==> config.mk <==
export PLATFORM = sky130hd
export DESIGN_NAME = half_duplex_uart_with_fifos
export DESIGN_NICKNAME = d
export VERILOG_FILES = /design/src/sv/hduf_pkg.sv /design/src/sv/hduf_core.sv /design/src/sv/hduf_outq.sv /design/src/sv/half_duplex_uart_with_fifos.sv
export SDC_FILE = /design/constraint.sdc
export NUM_CORES = 1
export LEC_CHECK = 0
export BUFFER_PORTS_ARGS = -buffer_cell sky130_fd_sc_hd__buf_4
export CORE_UTILIZATION = 29
export DETAILED_ROUTE_END_ITERATION = 16
export MAX_ROUTING_LAYER = met4
export PLACE_DENSITY_LB_ADDON = 0.08
export SLEW_MARGIN = 20
export SYNTH_ARGS = -nofsm -noshare
export SYNTH_HDL_FRONTEND = slang
export SYNTH_HIERARCHICAL = 1
export SYNTH_SLANG_ARGS = --single-unit
==> constraint.sdc <==
create_clock -name aclk -period 6.68 [get_ports aclk]
set_input_delay 0.334 -clock aclk [delete_from_list [all_inputs] [get_ports aclk]]
set_output_delay 0.334 -clock aclk [all_outputs]
set_load 0.05 [all_outputs]
==> src/sv/hduf_pkg.sv <==
// Shared types and constants for the half-duplex UART with ring buffers.
`default_nettype none

package hduf_pkg;

    localparam int unsigned RX_DEPTH_DEF = 32;
    localparam int unsigned TX_DEPTH_DEF = 32;
    localparam int unsigned BYTE_W       = 8;
    localparam int unsigned PAYLOAD_BITS = 8;
    localparam int unsigned OUTQ_DEPTH   = 4;

    localparam logic [7:0] BIT_PERIOD_RST = 8'd104;
    localparam logic [9:0] SHIFT_IDLE     = 10'h3FF;
    localparam logic [9:0] SHIFT_LOAD     = 10'h200;  // stop bit set, start bit low

    // command codes carried in tuser
    localparam logic [1:0] CMD_TICK  = 2'd0;
    localparam logic [1:0] CMD_PUSH  = 2'd1;
    localparam logic [1:0] CMD_POP   = 2'd2;
    localparam logic [1:0] CMD_FLUSH = 2'd3;

    // line mode codes
    localparam logic [1:0] MODE_LISTEN = 2'd0;
    localparam logic [1:0] MODE_RECV   = 2'd1;
    localparam logic [1:0] MODE_TX     = 2'd2;

    // register index on the APB port
    localparam logic REG_BIT_PERIOD = 1'b0;

    typedef struct packed {
        logic tx_line;
        logic pop_hit;
        logic push_refused;
        logic rx_available;
        logic transmitting;
        logic receiving;
        logic rx_overflow;
    } hduf_res_t;

    typedef struct packed {
        hduf_res_t         res;
        logic [BYTE_W-1:0] rx_byte;
    } hduf_out_t;

endpackage

`default_nettype wire

==> src/sv/hduf_core.sv <==
// Line engine: ring memories, pointers, bit timer and shifter.
`default_nettype none

module hduf_core
    import hduf_pkg::*;
#(
    parameter int unsigned RX_DEPTH = RX_DEPTH_DEF,
    parameter int unsigned TX_DEPTH = TX_DEPTH_DEF
) (
    input  wire logic              aclk,
    input  wire logic              aresetn,
    input  wire logic [7:0]        bit_period,
    input  wire logic              item_valid,
    input  wire logic [1:0]        cmd,
    input  wire logic [BYTE_W-1:0] tx_byte,
    input  wire logic              rx_line,
    output logic                   res_valid,
    output hduf_res_t              res,
    output logic [BYTE_W-1:0]      rx_rdata
);

    localparam int unsigned RPW = (RX_DEPTH > 1) ? $clog2(RX_DEPTH) : 1;
    localparam int unsigned TPW = (TX_DEPTH > 1) ? $clog2(TX_DEPTH) : 1;
    localparam logic [RPW-1:0] RX_LAST = RPW'(RX_DEPTH - 1);
    localparam logic [TPW-1:0] TX_LAST = TPW'(TX_DEPTH - 1);
    localparam logic [3:0] FRAME_BITS = 4'(PAYLOAD_BITS + 1);

    logic [BYTE_W-1:0] tx_mem [TX_DEPTH];
    logic [BYTE_W-1:0] rx_mem [RX_DEPTH];

    logic [TPW-1:0] tx_wp_reg, tx_wp_next, tx_rp_reg, tx_rp_next, tx_wp_inc, tx_rp_inc;
    logic [RPW-1:0] rx_wp_reg, rx_wp_next, rx_rp_reg, rx_rp_next, rx_wp_inc, rx_rp_inc;
    logic [1:0]     mode_reg, mode_next;
    logic [7:0]     tick_reg, tick_next;
    logic [3:0]     bit_reg, bit_next, bit_inc;
    logic [9:0]     shift_reg, shift_next, shift_eff;
    logic           ovf_reg, ovf_next;
    logic           last_line_reg, last_line_next;
    logic           load_pend_reg, load_pend_next;
    logic [BYTE_W-1:0] tx_rdata_reg, rx_rdata_reg;
    logic [BYTE_W-1:0] rx_wdata;
    logic           res_valid_reg;
    hduf_res_t      res_reg, res_next;
    logic           tx_we, tx_re, rx_we, rx_re;
    logic           refused, tx_empty, fell;
    logic [8:0]     tick_inc;

    // a frame load leaves the data bits open; the byte read from the ring is ORed in the cycle after
    assign shift_eff = load_pend_reg ? (shift_reg | {1'b0, tx_rdata_reg, 1'b0}) : shift_reg;

    // received byte as it stands after the sample of data bit seven
    assign rx_wdata  = {rx_line, shift_eff[7:1]};

    assign tx_wp_inc = (tx_wp_reg == TX_LAST) ? '0 : tx_wp_reg + 1'b1;
    assign tx_rp_inc = (tx_rp_reg == TX_LAST) ? '0 : tx_rp_reg + 1'b1;
    assign rx_wp_inc = (rx_wp_reg == RX_LAST) ? '0 : rx_wp_reg + 1'b1;
    assign rx_rp_inc = (rx_rp_reg == RX_LAST) ? '0 : rx_rp_reg + 1'b1;
    assign tx_empty  = (tx_wp_reg == tx_rp_reg);
    assign tick_inc  = {1'b0, tick_reg} + 9'd1;
    assign bit_inc   = bit_reg + 4'd1;
    assign fell      = last_line_reg & ~rx_line;

    always_comb begin
        tx_wp_next     = tx_wp_reg;
        tx_rp_next     = tx_rp_reg;
        rx_wp_next     = rx_wp_reg;
        rx_rp_next     = rx_rp_reg;
        mode_next      = mode_reg;
        tick_next      = tick_reg;
        bit_next       = bit_reg;
        shift_next     = shift_eff;
        ovf_next       = ovf_reg;
        last_line_next = last_line_reg;
        load_pend_next = 1'b0;
        tx_we          = 1'b0;
        tx_re          = 1'b0;
        rx_we          = 1'b0;
        rx_re          = 1'b0;
        refused        = 1'b0;
        if (item_valid) begin
            unique case (cmd)
                CMD_TICK: begin
                    last_line_next = rx_line;
                    if (mode_reg == MODE_LISTEN) begin
                        if (fell) begin
                            mode_next  = MODE_RECV;
                            tick_next  = {1'b0, bit_period[7:1]};
                            bit_next   = '0;
                            shift_next = SHIFT_IDLE;
                        end
                    end else if (tick_inc < {1'b0, bit_period}) begin
                        tick_next = tick_inc[7:0];
                    end else begin
                        tick_next = '0;
                        if (mode_reg == MODE_RECV) begin
                            shift_next = {2'b00, rx_line, shift_eff[7:1]};
                            bit_next   = bit_inc;
                            if (bit_inc >= FRAME_BITS) begin
                                if (rx_wp_inc == rx_rp_reg) begin
                                    ovf_next = 1'b1;
                                end else begin
                                    rx_we      = 1'b1;
                                    rx_wp_next = rx_wp_inc;
                                end
                                mode_next  = tx_empty ? MODE_LISTEN : MODE_TX;
                                bit_next   = '0;
                                shift_next = SHIFT_IDLE;
                            end
                        end else if (bit_reg != '0) begin
                            shift_next = {1'b1, shift_eff[9:1]};
                            bit_next   = bit_reg - 4'd1;
                        end else if (!tx_empty) begin
                            tx_re          = 1'b1;
                            tx_rp_next     = tx_rp_inc;
                            shift_next     = SHIFT_LOAD;
                            load_pend_next = 1'b1;
                            bit_next       = FRAME_BITS;
                        end else begin
                            mode_next  = MODE_LISTEN;
                            shift_next = SHIFT_IDLE;
                        end
                    end
                end
                CMD_PUSH: begin
                    if (tx_wp_inc == tx_rp_reg) begin
                        refused = 1'b1;
                    end else begin
                        tx_we      = 1'b1;
                        tx_wp_next = tx_wp_inc;
                        if (mode_reg == MODE_LISTEN) begin
                            mode_next  = MODE_TX;
                            tick_next  = '0;
                            bit_next   = '0;
                            shift_next = SHIFT_IDLE;
                        end
                    end
                end
                CMD_POP: begin
                    if (rx_wp_reg != rx_rp_reg) begin
                        rx_re      = 1'b1;
                        rx_rp_next = rx_rp_inc;
                    end
                end
                CMD_FLUSH: begin
                    tx_wp_next = '0;
                    tx_rp_next = '0;
                    rx_wp_next = '0;
                    rx_rp_next = '0;
                end
                default: begin
                end
            endcase
        end

        res_next.tx_line      = (mode_next == MODE_TX) ? shift_next[0] : 1'b1;
        res_next.pop_hit      = rx_re;
        res_next.push_refused = refused;
        res_next.rx_available = (rx_wp_next != rx_rp_next);
        res_next.transmitting = (mode_next == MODE_TX);
        res_next.receiving    = (mode_next == MODE_RECV);
        res_next.rx_overflow  = ovf_next;
    end

    always_ff @(posedge aclk) begin
        if (!aresetn) begin
            tx_wp_reg     <= '0;
            tx_rp_reg     <= '0;
            rx_wp_reg     <= '0;
            rx_rp_reg     <= '0;
            mode_reg      <= MODE_LISTEN;
            tick_reg      <= '0;
            bit_reg       <= '0;
            shift_reg     <= SHIFT_IDLE;
            ovf_reg       <= 1'b0;
            last_line_reg <= 1'b1;
            load_pend_reg <= 1'b0;
            res_valid_reg <= 1'b0;
        end else begin
            tx_wp_reg     <= tx_wp_next;
            tx_rp_reg     <= tx_rp_next;
            rx_wp_reg     <= rx_wp_next;
            rx_rp_reg     <= rx_rp_next;
            mode_reg      <= mode_next;
            tick_reg      <= tick_next;
            bit_reg       <= bit_next;
            shift_reg     <= shift_next;
            ovf_reg       <= ovf_next;
            last_line_reg <= last_line_next;
            load_pend_reg <= load_pend_next;
            res_valid_reg <= item_valid;
        end
    end

    always_ff @(posedge aclk) begin
        if (item_valid) begin
            res_reg <= res_next;
        end
    end

    // transmit ring
    always_ff @(posedge aclk) begin
        if (tx_we) begin
            tx_mem[tx_wp_reg] <= tx_byte;
        end
        if (tx_re) begin
            tx_rdata_reg <= tx_mem[tx_rp_reg];
        end
    end

    // receive ring
    always_ff @(posedge aclk) begin
        if (rx_we) begin
            rx_mem[rx_wp_reg] <= rx_wdata;
        end
        if (rx_re) begin
            rx_rdata_reg <= rx_mem[rx_rp_reg];
        end
    end

    assign res_valid = res_valid_reg;
    assign res       = res_reg;
    assign rx_rdata  = rx_rdata_reg;

endmodule

`default_nettype wire

==> src/sv/hduf_outq.sv <==
// Result queue: resolves the popped byte and buffers beats for the master side.
`default_nettype none

module hduf_outq
    import hduf_pkg::*;
(
    input  wire logic              aclk,
    input  wire logic              aresetn,
    input  wire logic              in_valid,
    input  wire hduf_res_t         in_res,
    input  wire logic [BYTE_W-1:0] rx_rdata,
    input  wire logic              m_tready,
    output logic                   m_tvalid,
    output hduf_out_t              out_beat,
    output logic                   room
);

    localparam int unsigned AW = $clog2(OUTQ_DEPTH);
    localparam int unsigned CW = $clog2(OUTQ_DEPTH + 1);

    hduf_out_t      q_reg [OUTQ_DEPTH];
    logic [AW-1:0]  wp_reg, rp_reg;
    logic [CW-1:0]  cnt_reg;
    logic [CW:0]    fill;
    logic           pop;
    hduf_out_t      entry;

    assign entry.res     = in_res;
    assign entry.rx_byte = in_res.pop_hit ? rx_rdata : '0;

    assign pop      = m_tvalid & m_tready;
    assign m_tvalid = (cnt_reg != '0);
    assign out_beat = q_reg[rp_reg];
    // count the beat still in flight from the core
    assign fill     = {1'b0, cnt_reg} + {{CW{1'b0}}, in_valid};
    assign room     = (fill < (CW+1)'(OUTQ_DEPTH));

    always_ff @(posedge aclk) begin
        if (!aresetn) begin
            wp_reg  <= '0;
            rp_reg  <= '0;
            cnt_reg <= '0;
        end else begin
            if (in_valid) begin
                wp_reg <= wp_reg + 1'b1;
            end
            if (pop) begin
                rp_reg <= rp_reg + 1'b1;
            end
            cnt_reg <= cnt_reg + CW'(in_valid) - CW'(pop);
        end
    end

    always_ff @(posedge aclk) begin
        if (in_valid) begin
            q_reg[wp_reg] <= entry;
        end
    end

endmodule

`default_nettype wire

==> src/sv/half_duplex_uart_with_fifos.sv <==
// Top level: half-duplex 8N1 UART with transmit and receive rings, APB setup port.
// A result beat is registered in the core, then queued in hduf_outq and offered on m_.
// Throughput: one item per cycle while s_tready is high; every item is one read-modify-write
// of the pointer and timer registers plus at most one access to each ring memory.
// Reset: aresetn low at a clock edge clears pointers, mode, timer, shifter and
// flags and sets bit_period to 104; ring contents stay as they were.
`default_nettype none

module half_duplex_uart_with_fifos
    import hduf_pkg::*;
#(
    parameter int unsigned RX_DEPTH = RX_DEPTH_DEF,
    parameter int unsigned TX_DEPTH = TX_DEPTH_DEF
) (
    input  wire logic        aclk,
    input  wire logic        aresetn,
    // input item stream
    input  wire logic        s_tvalid,
    output logic             s_tready,
    input  wire logic [15:0] s_tdata,   // [7:0] tx_byte, [8] rx_line, rest zero
    input  wire logic [1:0]  s_tuser,   // [1:0] cmd
    // result stream
    output logic             m_tvalid,
    input  wire logic        m_tready,
    output logic [15:0]      m_tdata,   // [0] tx_line, [8:1] rx_byte, [9] pop_valid,
                                        // [10] push_refused, [11] rx_available,
                                        // [12] transmitting, [13] receiving,
                                        // [14] rx_overflow, [15] zero
    // configuration
    input  wire logic        psel,
    input  wire logic        penable,
    input  wire logic        pwrite,
    input  wire logic [2:0]  paddr,
    input  wire logic [31:0] pwdata,
    output logic [31:0]      prdata,
    output logic             pready
);

    logic [7:0]        bit_period_reg;
    logic              cfg_wr;
    logic              accept;
    logic              res_valid;
    hduf_res_t         res;
    logic [BYTE_W-1:0] rx_rdata;
    hduf_out_t         out_beat;
    logic              room;

    // APB: single register, word index taken from paddr[2]
    assign pready = 1'b1;
    assign cfg_wr = psel & penable & pwrite & pready & (paddr[2] == REG_BIT_PERIOD);
    assign prdata = (paddr[2] == REG_BIT_PERIOD) ? {24'd0, bit_period_reg} : 32'd0;

    always_ff @(posedge aclk) begin
        if (!aresetn) begin
            bit_period_reg <= BIT_PERIOD_RST;
        end else if (cfg_wr) begin
            bit_period_reg <= pwdata[7:0];
        end
    end

    // ready depends only on queue fill, so the slave side keeps moving while
    // finished beats wait on the master side, until the result queue is full
    assign s_tready = room;
    assign accept   = s_tvalid & s_tready;

    hduf_core #(
        .RX_DEPTH (RX_DEPTH),
        .TX_DEPTH (TX_DEPTH)
    ) u_core (
        .aclk       (aclk),
        .aresetn    (aresetn),
        .bit_period (bit_period_reg),
        .item_valid (accept),
        .cmd        (s_tuser),
        .tx_byte    (s_tdata[7:0]),
        .rx_line    (s_tdata[8]),
        .res_valid  (res_valid),
        .res        (res),
        .rx_rdata   (rx_rdata)
    );

    hduf_outq u_outq (
        .aclk     (aclk),
        .aresetn  (aresetn),
        .in_valid (res_valid),
        .in_res   (res),
        .rx_rdata (rx_rdata),
        .m_tready (m_tready),
        .m_tvalid (m_tvalid),
        .out_beat (out_beat),
        .room     (room)
    );

    assign m_tdata = {1'b0,
                      out_beat.res.rx_overflow,
                      out_beat.res.receiving,
                      out_beat.res.transmitting,
                      out_beat.res.rx_available,
                      out_beat.res.push_refused,
                      out_beat.res.pop_hit,
                      out_beat.rx_byte,
                      out_beat.res.tx_line};

endmodule

`default_nettype wire

---- Word-level counts from Yosys, hierarchy flattened ----
Memory sizes are Yosys's and may differ from the RTL's. A register that Yosys moved wholly into a read port is not among the register bits.
Cells that the tools add are included.
word-level totals
  input bits .............................. 60
  output and inout port bits .............. 51
  logic and storage cells ................. 187
  memory bits (writable) .................. 572
  bits in registers ....................... 70
  memories ................................ 3
memories
  memory         depth  bits a word  rd ports  clocked after Yosys merged registers in  write ports  RTL line         source
  u_core.rx_mem  32     8            1         1                                        1            hduf_core.sv:29  logic [BYTE_W-1:0] rx_mem [RX_DEPTH];
  u_core.tx_mem  32     8            1         1                                        1            hduf_core.sv:28  logic [BYTE_W-1:0] tx_mem [TX_DEPTH];
  u_outq.q_reg   4      15           1         1                                        1            hduf_outq.sv:21  hduf_out_t q_reg [OUTQ_DEPTH];
operators by class
  muxes and demuxes ....................... 100
  order comparisons ....................... 3
  $add $sub $neg .......................... 12
  bitwise operators ....................... 9
  reduce and logical (&&, ||, !) cells .... 12
  eq/ne operators ......................... 25
operators by type and width
  cell                   count
  $mux W10               10
  $mux W5                18
  $mux W8                7
  $pmux W5 S2            4
  $mux W4                9
  $mux W1                34
  $mux W2                13
  $add A5 B1 Y5 const B  4
  $eq A5 B5 Y1 const B   4
  $pmux W10 S2           1
  $pmux W8 S2            1
  $eq A5 B5 Y1           3
  $reduce_and A7 Y1      2
  $ne A2 B2 Y1 const B   6
  $ne A5 B5 Y1           2
  $or A10 B9 Y10         1
  $add A8 B1 Y9 const B  1
  $lt A9 B8 Y1           1
  $mux W9                1
  $pmux W4 S2            1
  $and A1 B1 Y1          6
  $eq A2 B1 Y1 const B   3
  $eq A2 B2 Y1 const B   3
  $ne A3 B2 Y1 const B   2
  other kinds (19)       24

---- Longest topological paths before layout ----
Gate-level depths: netlist of run 1.
  word-level depth ........................ 12
  gate-level depth with buffers ........... 13
  gate-level depth less buffers ........... 13

---- Modules after synthesis ----
The synthesis of run 1 kept the hierarchy.
modules (own cells, without submodules)
  module                       cells an instance  sequential area each (sq um)  area an instance (sq um)  times used
  hduf_core                    1,355              17,026.3                      24,244.5                  1
  hduf_outq                    133                1,981.9                       2,732.6                   1
  half_duplex_uart_with_fifos  72                 160.2                         619.3                     1

---- Worst setup path after synthesis of run 1 ----
OpenSTA, ideal clock, no wires.
  kind .................................... register -> register
  start ................................... register u_core.res_valid_reg (netlist: u_core/res_valid)
  end ..................................... memory u_core.rx_mem[0][0] (enable)
  library setup time ...................... 0.370 ns
  setup slack ............................. 2.628 ns
  arrival time ............................ 3.682 ns
  stages on the path, launching flop included .. 11
  path through ............................ dfxtp_1 clkbuf_1 nand4_1 o21a_1 o21ai_0 and2_1 nand2_1 a211oi_2 and2_1 nand2_1 nor2_1
between the ends
  cells in the longest elaborated chain, start to end .. 6
ends and longest elaborated chain
  element                        RTL line                           source
  start, declared                hduf_core.sv:42                    logic res_valid_reg;
  start signal, assigned         hduf_core.sv:190                   res_valid_reg <= item_valid;
  $add A3 B1 Y4                  hduf_outq.sv:35                    assign fill = {1'b0, cnt_reg} + {{CW{1'b0}}, in_valid};
  $lt A4 B3 Y1                   hduf_outq.sv:36                    assign room = (fill < (CW+1)'(OUTQ_DEPTH));
  net s_tready                   half_duplex_uart_with_fifos.sv:19  output logic s_tready,
  $and A1 B1 Y1                  half_duplex_uart_with_fifos.sv:64  assign accept = s_tvalid & s_tready;
  net accept                     half_duplex_uart_with_fifos.sv:41  logic accept;
  $mux W1                        hduf_core.sv:80                    if (item_valid) begin
  $mux W1                        hduf_core.sv:212                   if (rx_we) begin
  $mux W1 (implied by the code)  hduf_core.sv:213                   rx_mem[rx_wp_reg] <= rx_wdata;
  end, declared                  hduf_core.sv:29
The timed path passes the listed nets, and every way through them passes these cells.

---- Worst setup path in the final report of run 1 ----
  start ................................... register u_core.tick_reg[0]
  end ..................................... memory u_core.rx_mem[25][7] (enable)
between the ends
  cells in the longest elaborated chain, start to end .. 8
ends and longest elaborated chain
  element                        RTL line          source
  start, declared                hduf_core.sv:34   logic [7:0] tick_reg, tick_next;
  start signal, assigned         hduf_core.sv:184  tick_reg <= tick_next;
  $add A8 B1 Y9                  hduf_core.sv:59   assign tick_inc = {1'b0, tick_reg} + 9'd1;
  $lt A9 B8 Y1                   hduf_core.sv:91   end else if (tick_inc < {1'b0, bit_period}) begin
  $mux W1                        hduf_core.sv:91
  $mux W1                        hduf_core.sv:84   if (mode_reg == MODE_LISTEN) begin
  $mux W1                        hduf_core.sv:81   unique case (cmd)
  $mux W1                        hduf_core.sv:80
  $mux W1                        hduf_core.sv:212
  $mux W1 (implied by the code)  hduf_core.sv:213
Every way passes these cells.

==> flow_summary.yaml, run 1 <==
status:
  status: "complete, no violations"
worst_setup_path:
  endpoint_kind: "flip-flop"
  cp_data_arrival_time_ps: 4770
  crit_start: "u_core/tick_reg[0]$_SDFFE_PN0P_"
  cp_max_fo: 8
  criticalPathCategory: "flip-flop to flip-flop"
  worst-endpoint-required_ps: 6910
  timing.rr.start: "u_core/tick_reg[0]$_SDFFE_PN0P_"
  worst_setup_path_start_kind: "flip-flop"
  r2r_slack_ps: 2140
grt:
  first_global_vias: 14600
  track_usage_pct: 14.6
  grt_start_max_net_pins: 73
  gr-total-overflow: 0
  grt_pass1_wl_um: 99300
  antenna_found_initial: 3
drt:
  drt_first_pass_iters: 5
  via_total_after_detailed_routing: 14068
  aggregate_routed_wire_length_um: 67100
  drcViolationCount: 0
  drt-initial-drc-count: 840
  detail_route.wl_per_cell_um: 22.8
  viasPerCell: 4.78
  route.antenna.remaining_nets: 0
cells_and_area:
  register_area_um2: 19200
  final_layout_size_suffix_gt1_share_pct: 21.9
  multi_input_gate_area_um2: 7850
  syn2layout_area_growth_pct: 14.4
  final_cell_count_no_fill: 2946
  postLayoutCoreUtil_pct: 33.7
  design.final.nets: 1732
  nFillCells: 8940
  n_antenna_cell: 0
yosys:
  netlist.top_cell.by_area: "edfxtp_1"
  synth_area_leaders: "edfxtp_1 (65%), mux4_2 (14%), dfxtp_1 (4.7%), ha_1 (1.7%), nor2_1 (1.3%)"
  synth_seq_area_share_pct: 69.5
  yosys_warnings: 6
  synth_most_common_cell: "edfxtp_1"
  synth_edf_count: 595
  async_reset_ff_share_pct: 0
  flip_flop_cell_with_the_highest_count_after_synthesis: "edfxtp_1"
  area_of_the_mapped_netlist_um2: 27600
  netlist_top_cells_count: "edfxtp_1 (595), mux4_2 (170), nor2_1 (98)"
  syn_avg_cell_area_um2: 17.7
  postSynthRegisterBits: 660
  yosysTopAreaCellShare_pct: 64.7
  yosysUniqueCellTypes: 69
  netlist_instances: 1560
timing:
  worst_pin_slew_ps: 1060
  max_freq_mhz: 220
  totalNegativeSetupSlack_ps: 0
  timing.slew.headroom_pct: 29.2
  fin_clk_skew_ps: 24.4
  period_minus_ws_final_ps: 4540
  rsz0062_at_grt: "no"
  hold_viol: 0
  timing.final.crit_share_pct: 68.0
  fin_worst_hold_slack_ps: 163
  final_count_of_pins_violating_max_slew: 0
  report.final.setup_viol: 0
clock_tree:
  cts_tree: "done"
  clk_pin_slew_ps: 60
  cts.htree.levels: 3
  cts_sinks: 660
  post-cts-setup-buffers: 0
  clock_latency_ps: 620
  clock_tree.root_cell: "clkbuf_16"
  postCtsResizedCells: 0
  numCtsBuffers: 76
  clockBufferDepth: 3
die:
  die_w_um: 310
  top_level_ports: 111
  initial_core_util_pct: 29.4
  rows: 112
  design.die.area_um2: 96400
  placeableCoreArea_um2: 93700
  die_height_um: 310
power_and_ir_drop:
  switching_share_pct: 23.7
  power_density_nw_per_um2: 291
  comb_power_share_pct: 7.7
  clockPowerShare_pct: 41.7
  leakagePower_nw: 9.85
  netsw_mw: 2.18
  power.internal_mw: 7.01
  ir_drop_v: 0.000183
  sequentialPowerShare_pct: 50.6
  total_power_mw: 9.19
min_path:
  min_from: "s_tdata[6]"
  hold_path_class: "primary input to flip-flop"
run:
  cap_violations: 0
placement:
  numPlacedInstances: 2802
  io_buffers: 51
  gp_congestion: 0.766
  place.detailed.hpwl_um: 41000
critical path: stages (launching register included):
cell      delay [ps]
dfxtp_1          410
ha_1             220
nand3_1          170
nor2_1           180
xor2_1           100
ha_1             300
nand3_1          110
or4_1            640
a211oi_2         490
and2_1           300
nand2_1          340
nor2_1           890
worst paths after layout:
kind / endpoint / cells after the start
max reg2reg: u_core/rx_mem[25][7]$_DFFE_PP_ / 11
max: u_core/rx_mem[25][7]$_DFFE_PP_ / 11
min: u_core/tx_mem[23][6]$_DFFE_PP_ / 1
min reg2reg: bit_period_reg[1]$_SDFFE_PN0P_ / 2
cell type report:
class                           instances  area share [%]
Multi-Input combinational cell        787            24.9
Clock inverter                         39           0.697
Timing Repair Buffer                   74            1.82
Inverter                               35           0.416
Tap cell                             1254            4.97
Clock buffer                           97            6.47
Sequential cell                       660            60.7
power by group through the flow:
stage	Sequential, mW	Combinational, mW	Clock [mW]
after global placement	4.73	0.714	0
after detailed placement	4.74	0.720	0
after CTS	4.65	0.725	3.98
final	4.65	0.707	3.84
after floorplan	4.68	0.548	0
after global routing	4.66	0.769	4.13
per-stage QoR:
| stage | setup WS, ps | instance area [um^2] |
|---|---|---|
| 2_1_floorplan | 2630 | 27700 |
| 3_3_place_gp | 2160 | 29200 |
| 3_5_place_dp | 2160 | 29200 |
| 4_1_cts | 2140 | 31600 |
| 5_1_grt | 1820 | 31600 |
| 6_report | 2140 | 31600 |
cells in the final DEF (no fill, tap or decap), types with 17 or more instances in the layout:
cell and instances:
edfxtp_1 595, mux4_2 170, nor2_1 98, clkbuf_16 79, buf_4 66, dfxtp_1 60
nand2_1 57, a21oi_1 51, and2_1 37, o21ai_0 37, ha_1 37, inv_1 31
clkinv_1 29, conb_1 26, nor2b_1 24, nand3_1 22, xor2_1 21, clkbuf_1 18
mux2_2 17
cell families (layout without fill, tap and decap cells):
| group | Yosys count | after routing | synth area share, % |
|---|---|---|---|
| other cells | 2 | 26 | 0.0272 |
| flops | 660 | 660 | 69.5 |
| mux | 208 | 208 | 15.6 |
| compound gates | 158 | 158 | 3.65 |
| fa+ha+maj | 38 | 38 | 1.75 |
| simple gates | 326 | 326 | 6.10 |
| buf+inv | 137 | 245 | 2.41 |
| xor+xnor | 31 | 31 | 0.984 |
routing by layer:
layer	vias to the layer above	routed length (um)	global-route usage, %
met5	-	0	-
met1	7426	29800	18.7
met2	235	33400	23.8
li1	6303	-	-
met4	0	1550	4.17
met3	104	2420	2.43
what timing repair did:
action / in CTS / in global routing
endpoints found under the hold margin: 8 / 0
hold buffers: 8 / 0
endpoints found under the setup margin: 0 / 0
Note: power is estimated with default switching activity, not from simulation.
==> inputs of run 2 (changes only) <==
Settings changed: ABC_AREA set to 1.
Clock period 6.68 ns to 3.8 ns, I/O delays scaled along.
==> flow_summary.yaml, run 2 <==
status:
  status: "complete, no violations"
die:
  initial_core_util_pct: 29.3
  die_height_um: 314
  die_w_um: 314
  top_level_ports: 111
  design.die.area_um2: 98800
  placeableCoreArea_um2: 96700
  rows: 114
yosys:
  postSynthRegisterBits: 660
  yosysTopAreaCellShare_pct: 63.1
  netlist.top_cell.by_area: "edfxtp_1"
  yosys_warnings: 6
  area_of_the_mapped_netlist_um2: 28300
  netlist_top_cells_count: "edfxtp_1 (595), nor2_1 (462), o21ai_0 (319)"
  yosysUniqueCellTypes: 53
  netlist_instances: 2431
  synth_most_common_cell: "edfxtp_1"
  syn_avg_cell_area_um2: 11.6
  flip_flop_cell_with_the_highest_count_after_synthesis: "edfxtp_1"
  synth_area_leaders: "edfxtp_1 (63%), nor2_1 (6.1%), o21ai_0 (5.6%), dfxtp_1 (4.6%), o221ai_1 (2.6%)"
  synth_seq_area_share_pct: 67.7
  synth_edf_count: 595
  async_reset_ff_share_pct: 0
drt:
  drt-initial-drc-count: 1442
  aggregate_routed_wire_length_um: 81000
  viasPerCell: 4.84
  via_total_after_detailed_routing: 18917
  detail_route.wl_per_cell_um: 20.7
  drcViolationCount: 0
  drt_first_pass_iters: 5
  route.antenna.remaining_nets: 0
grt:
  gr-total-overflow: 0
  first_global_vias: 18979
  grt_pass1_wl_um: 122000
  track_usage_pct: 16.9
  antenna_found_initial: 1
  grt_start_max_net_pins: 132
timing:
  rsz0062_at_grt: "no"
  totalNegativeSetupSlack_ps: 0
  max_freq_mhz: 287
  period_minus_ws_final_ps: 3480
  timing.final.crit_share_pct: 91.7
  worst_pin_slew_ps: 839
  timing.slew.headroom_pct: 44.1
  hold_viol: 0
  fin_clk_skew_ps: 26.5
  report.final.setup_viol: 0
  final_count_of_pins_violating_max_slew: 0
worst_setup_path:
  r2r_slack_ps: 320
  path_buf_inv: 4
  worst-r2r-cell-count: 19
  reg2reg_to: "u_core/rx_mem[4][2]$_DFFE_PP_"
  cp_data_arrival_time_ps: 3830
  cp_max_fo: 8
  endpoint_kind: "flip-flop"
  kind_of_cell_with_the_highest_combined_delay_on_the_critical_path: "simple AND/OR/NAND/NOR gates"
  cp_max_stage_delay_ps: 400
  timing.critical_path.cells: "ha_1, nand2_2, nor2_4, nand3_1, xor2_1, inv_1, ha_1, nand2_1, inv_1, nand3_1, nor2_1, nor2_4, a21oi_2, nand2_4, nor2_2, nand2_1, buf_12, nor2_1, buf_4"
  criticalPathCategory: "flip-flop to flip-flop"
  worst_setup_path_start_kind: "flip-flop"
  timing.rr.start: "u_core/tick_reg[0]$_SDFFE_PN0P_"
  critPathSlowestCell: "dfxtp_1"
  worst-endpoint-required_ps: 4150
clock_tree:
  cts_tree: "done"
  numCtsBuffers: 79
  clock_tree.root_cell: "clkbuf_16"
  cts.htree.levels: 3
  post-cts-setup-buffers: 0
  clock_latency_ps: 660
  postCtsResizedCells: 0
  cts_sinks: 660
  clk_pin_slew_ps: 60
  clockBufferDepth: 3
cells_and_area:
  design.final.nets: 2670
  final_cell_mix: "edfxtp_1 (595), nor2_1 (462), o21ai_0 (319)"
  postLayoutCellArea_um2: 33500
  syn2layout_area_growth_pct: 18.2
  final_common_cell: "edfxtp_1"
  final_layout_size_suffix_gt1_share_pct: 13.7
min_path:
  hold_path_class: "primary input to flip-flop"
  timing.hold.worst_endpoint: "u_core/rx_mem[17][7]$_DFFE_PP_"
  worstHoldPathCells: 1
  min_from: "s_tdata[8]"
power_and_ir_drop:
  ir_drop_v: 0.000313
  leakagePower_nw: 11.6
  power_density_nw_per_um2: 534
  total_power_mw: 17.9
placement:
  place.detailed.hpwl_um: 49100
  placed_cell_area_um2: 30500
  gp_congestion: 0.800
  io_buffers: 51
run:
  cap_violations: 0
==> run 2: changes by cell type after synthesis, sizes merged, moves of 17 or more <==
| cell | before | now |
|---|---|---|
| and2 | 38 | 1 |
| mux4 | 175 | 0 |
| o21ai | 37 | 357 |
| clkbuf | 52 | 104 |
| o221ai | 2 | 83 |
| nand3 | 22 | 97 |
| nor2b | 24 | 0 |
| mux2 | 17 | 0 |
| nor2 | 98 | 481 |
| inv | 35 | 134 |
| o211ai | 4 | 24 |
| nand2 | 57 | 183 |
| o22ai | 5 | 68 |
==> run 2: logic make-up (layout without fill, tap and decap cells) <==
kind of cell | count (synthesis) | in the layout | share of synthesized area [%]
DFF | 660 | 660 | 67.7
and+or+nand+nor | 784 | 784 | 11.8
adders and majority gates | 38 | 38 | 1.71
buffers and inverters | 299 | 475 | 4.61
other | 2 | 27 | 0.0265
xor gates and xnor gates | 26 | 26 | 0.805
AOI/OAI and AO/OA | 622 | 622 | 13.3
==> run 2: how the worst max path moves through the flow <==
stage	start	end	slack, ps	depth (start not counted)
finish	u_core/tick_reg[0]$_SDFFE_PN0P_	u_core/rx_mem[4][2]$_DFFE_PP_	320	19
detailed placement	u_core/tick_reg[0]$_SDFFE_PN0P_	u_core/rx_mem[4][6]$_DFFE_PP_	280	19
floorplan	u_core/tick_reg[0]$_SDFFE_PN0P_	u_core/rx_mem[31][0]$_DFFE_PP_	350	15
global placement	u_core/tick_reg[0]$_SDFFE_PN0P_	u_core/rx_mem[4][6]$_DFFE_PP_	250	19
CTS	u_core/tick_reg[0]$_SDFFE_PN0P_	u_core/rx_mem[4][2]$_DFFE_PP_	270	19
global route	u_core/tick_reg[0]$_SDFFE_PN0P_	u_core/rx_mem[24][5]$_DFFE_PP_	3	19
==> run 2: final cells by class <==
cell class / count / area, um^2
Antenna cell: 1 / 2.50
Fill cell: 9620 / 63300
Timing Repair Buffer: 198 / 1640
Sequential cell: 660 / 19200
Multi-Input combinational cell: 1496 / 7920
Inverter: 137 / 523
Clock inverter: 50 / 562
Clock buffer: 90 / 2040
Tap cell: 1276 / 1600
==> run 2: worst reg2reg max path, cell delays in order, from the launching register on <==
cell	delay, ps
dfxtp_1	400
ha_1	220
nand2_2	80
nor2_4	140
nand3_1	100
xor2_1	180
inv_1	70
ha_1	290
nand2_1	70
inv_1	60
nand3_1	70
nor2_1	170
nor2_4	60
a21oi_2	320
nand2_4	80
nor2_2	160
nand2_1	200
buf_12	200
nor2_1	110
buf_4	200
==> run 2: stage by stage <==
| step | hold slack (ps) | cells | worst slack, ps | utilization [%] |
|---|---|---|---|---|
| 3_5_place_dp | 412 | 3732 | 282 | 31.5 |
| 2_1_floorplan | 288 | 2455 | 348 | - |
| 5_1_grt | 60.9 | 3908 | 2.67 | 34.6 |
| 6_report | 79.0 | 3908 | 317 | 34.6 |
| 4_1_cts | 54.0 | 3907 | 269 | 34.6 |
| 3_3_place_gp | 411 | 3732 | 250 | 31.5 |
==> run 2: per-layer routing <==
layer / vias up / GRT usage [%] / part of all wire (%)
met4: 0 / 5.37 / 2.7
met2: 345 / 27.7 / 49
li1: 9024 / - / -
met3: 128 / 2.46 / 3.2
met5: - / - / 0
met1: 9420 / 21.5 / 45
==> run 2: where the power goes <==
part | internal, mW | switching (mW) | leakage, nW
sequential | 8.10 | 0.107 | 5.84
combinational | 0.540 | 1.45 | 4.51
clock | 4.60 | 3.05 | 1.26
==> run 2: timing repair <==
action,CTS,global route
hold endpoints to repair,210,0
setup endpoints to repair,0,0
hold buffers,35,0
==> inputs of run 3 (changes only) <==
Settings changed: PLACE_DENSITY set to 0.48, PLACE_DENSITY_LB_ADDON 0.08 to not set.
Clock period 3.8 ns to 3.7 ns, I/O delays scaled along.
==> flow_summary.yaml, run 3 (same netlist as run 2, synthesis figures left out) <==
status:
  status: "complete, no violations"
die:
  die_w_um: 314
  die_height_um: 314
  initial_core_util_pct: 29.3
  rows: 114
  top_level_ports: 111
  design.die.area_um2: 98800
  placeableCoreArea_um2: 96700
worst_setup_path:
  crit_start: "u_core/tick_reg[0]$_SDFFE_PN0P_"
  endpoint_kind: "flip-flop"
  cp_max_fo: 8
  worst_setup_path_start_kind: "flip-flop"
  cp_data_arrival_time_ps: 3620
  timing.rr.start: "u_core/tick_reg[0]$_SDFFE_PN0P_"
  criticalPathCategory: "flip-flop to flip-flop"
  worst-endpoint-required_ps: 4010
timing:
  timing.final.crit_share_pct: 89.4
  fin_clk_skew_ps: 32.0
  timing.slew.headroom_pct: 24.5
  max_freq_mhz: 302
  rsz0062_at_grt: "no"
  totalNegativeSetupSlack_ps: 0
  period_minus_ws_final_ps: 3310
  hold_viol: 0
  report.final.setup_viol: 0
  worst_pin_slew_ps: 1130
  final_count_of_pins_violating_max_slew: 0
clock_tree:
  post-cts-setup-buffers: 0
  clockBufferDepth: 3
  cts_sinks: 660
  cts_tree: "done"
  clock_latency_ps: 630
  clk_pin_slew_ps: 50
  cts.htree.levels: 3
  numCtsBuffers: 73
  clock_tree.root_cell: "clkbuf_16"
grt:
  gr-total-overflow: 0
  track_usage_pct: 15.7
  grt_start_max_net_pins: 132
  grt_pass1_wl_um: 115000
  grt_met2_use_pct: 25.3
  antenna_found_initial: 0
  gr-max-usage-layer: "met2"
  groute.layer.met1.usage_pct: 20.6
  first_global_vias: 18785
  met3_usage_pct: 2.31
cells_and_area:
  final_cell_mix: "edfxtp_1 (595), nor2_1 (462), o21ai_0 (319)"
  n_antenna_cell: 0
  nFillCells: 9604
  syn2layout_area_growth_pct: 17.5
  postLayoutCoreUtil_pct: 34.4
  final_layout_size_suffix_gt1_share_pct: 13.5
  design.final.nets: 2651
  final_common_cell: "edfxtp_1"
power_and_ir_drop:
  power_density_nw_per_um2: 544
  leakagePower_nw: 11.5
  ir_drop_v: 0.000344
placement:
  place.detailed.hpwl_um: 45900
  gp_congestion: 0.842
  io_buffers: 51
drt:
  route.antenna.remaining_nets: 0
  drcViolationCount: 0
  detail_route.wl_per_cell_um: 19.6
  aggregate_routed_wire_length_um: 76300
  via_total_after_detailed_routing: 19077
  viasPerCell: 4.91
  drt_first_pass_iters: 5
  drt-initial-drc-count: 1607
min_path:
  min_from: "s_tdata[2]"
  hold_path_class: "primary input to flip-flop"
run:
  cap_violations: 0
[run 3: power breakdown]
part | internal [mW] | switching [mW] | leakage (nW)
clock network | 4.62 | 2.98 | 1.21
logic | 0.553 | 1.51 | 4.45
registers | 8.32 | 0.0993 | 5.84
total | 13.5 | 4.60 | 11.5
[run 3: path summary, 6_finish.rpt]
check,to,slack [ps],depth (start not counted)
max,u_core/rx_mem[28][2]$_DFFE_PP_,390,19
min,u_core/tx_mem[20][2]$_DFFE_PP_,40,1
max reg2reg,u_core/rx_mem[28][2]$_DFFE_PP_,390,19
min reg2reg,u_core/ovf_reg$_SDFF_PN0_,460,2
[run 3: cell type report]
type | instances | area [um^2] | share of cell area (%)
Sequential cell | 660 | 19200 | 57.7
Clock buffer | 84 | 1910 | 5.74
Tap cell | 1276 | 1600 | 4.80
Clock inverter | 48 | 608 | 1.83
Timing Repair Buffer | 185 | 1520 | 4.57
Inverter | 137 | 523 | 1.57
Multi-Input combinational cell | 1496 | 7920 | 23.8
[run 3: what timing repair did]
| action | CTS | global route |
|---|---|---|
| gates resized for setup | 0 | 1 |
| hold buffers | 28 | 0 |
| setup endpoints to repair | 0 | 128 |
| hold endpoints to repair | 62 | 0 |
[run 3: metrics by stage]
step	hold slack, ps	cells	total power [mW]	setup slack [ps]	area (um^2)
floorplan	283	2455	9.95	248	28400
global placement	413	3726	10.6	267	30500
detailed placement	416	3726	10.6	293	30500
CTS	8.72	3886	18.3	279	33200
global route	15.9	3886	18.8	70.4	33300
finish	36.5	3886	18.1	392	33300
[run 3: worst max-delay path: stages, from the launching register on]
cell     delay (ps)
dfxtp_1         410
ha_1            230
nand2_2          80
nor2_4          140
nand3_1         100
xor2_1          190
inv_1            70
ha_1            290
nand2_1          80
inv_1            50
nand3_1          70
nor2_1          170
nor2_4           70
a21oi_4         230
nand2_4          70
nor2_2          170
nand2_1         110
buf_4           190
nor2_1          100
buf_4           180
[run 3: metal layers]
metal	vias to the layer above	share of wire (%)
met5	-	0
met4	0	2.3
met3	116	4.8
met2	520	48
met1	9444	45
li1	8997	-
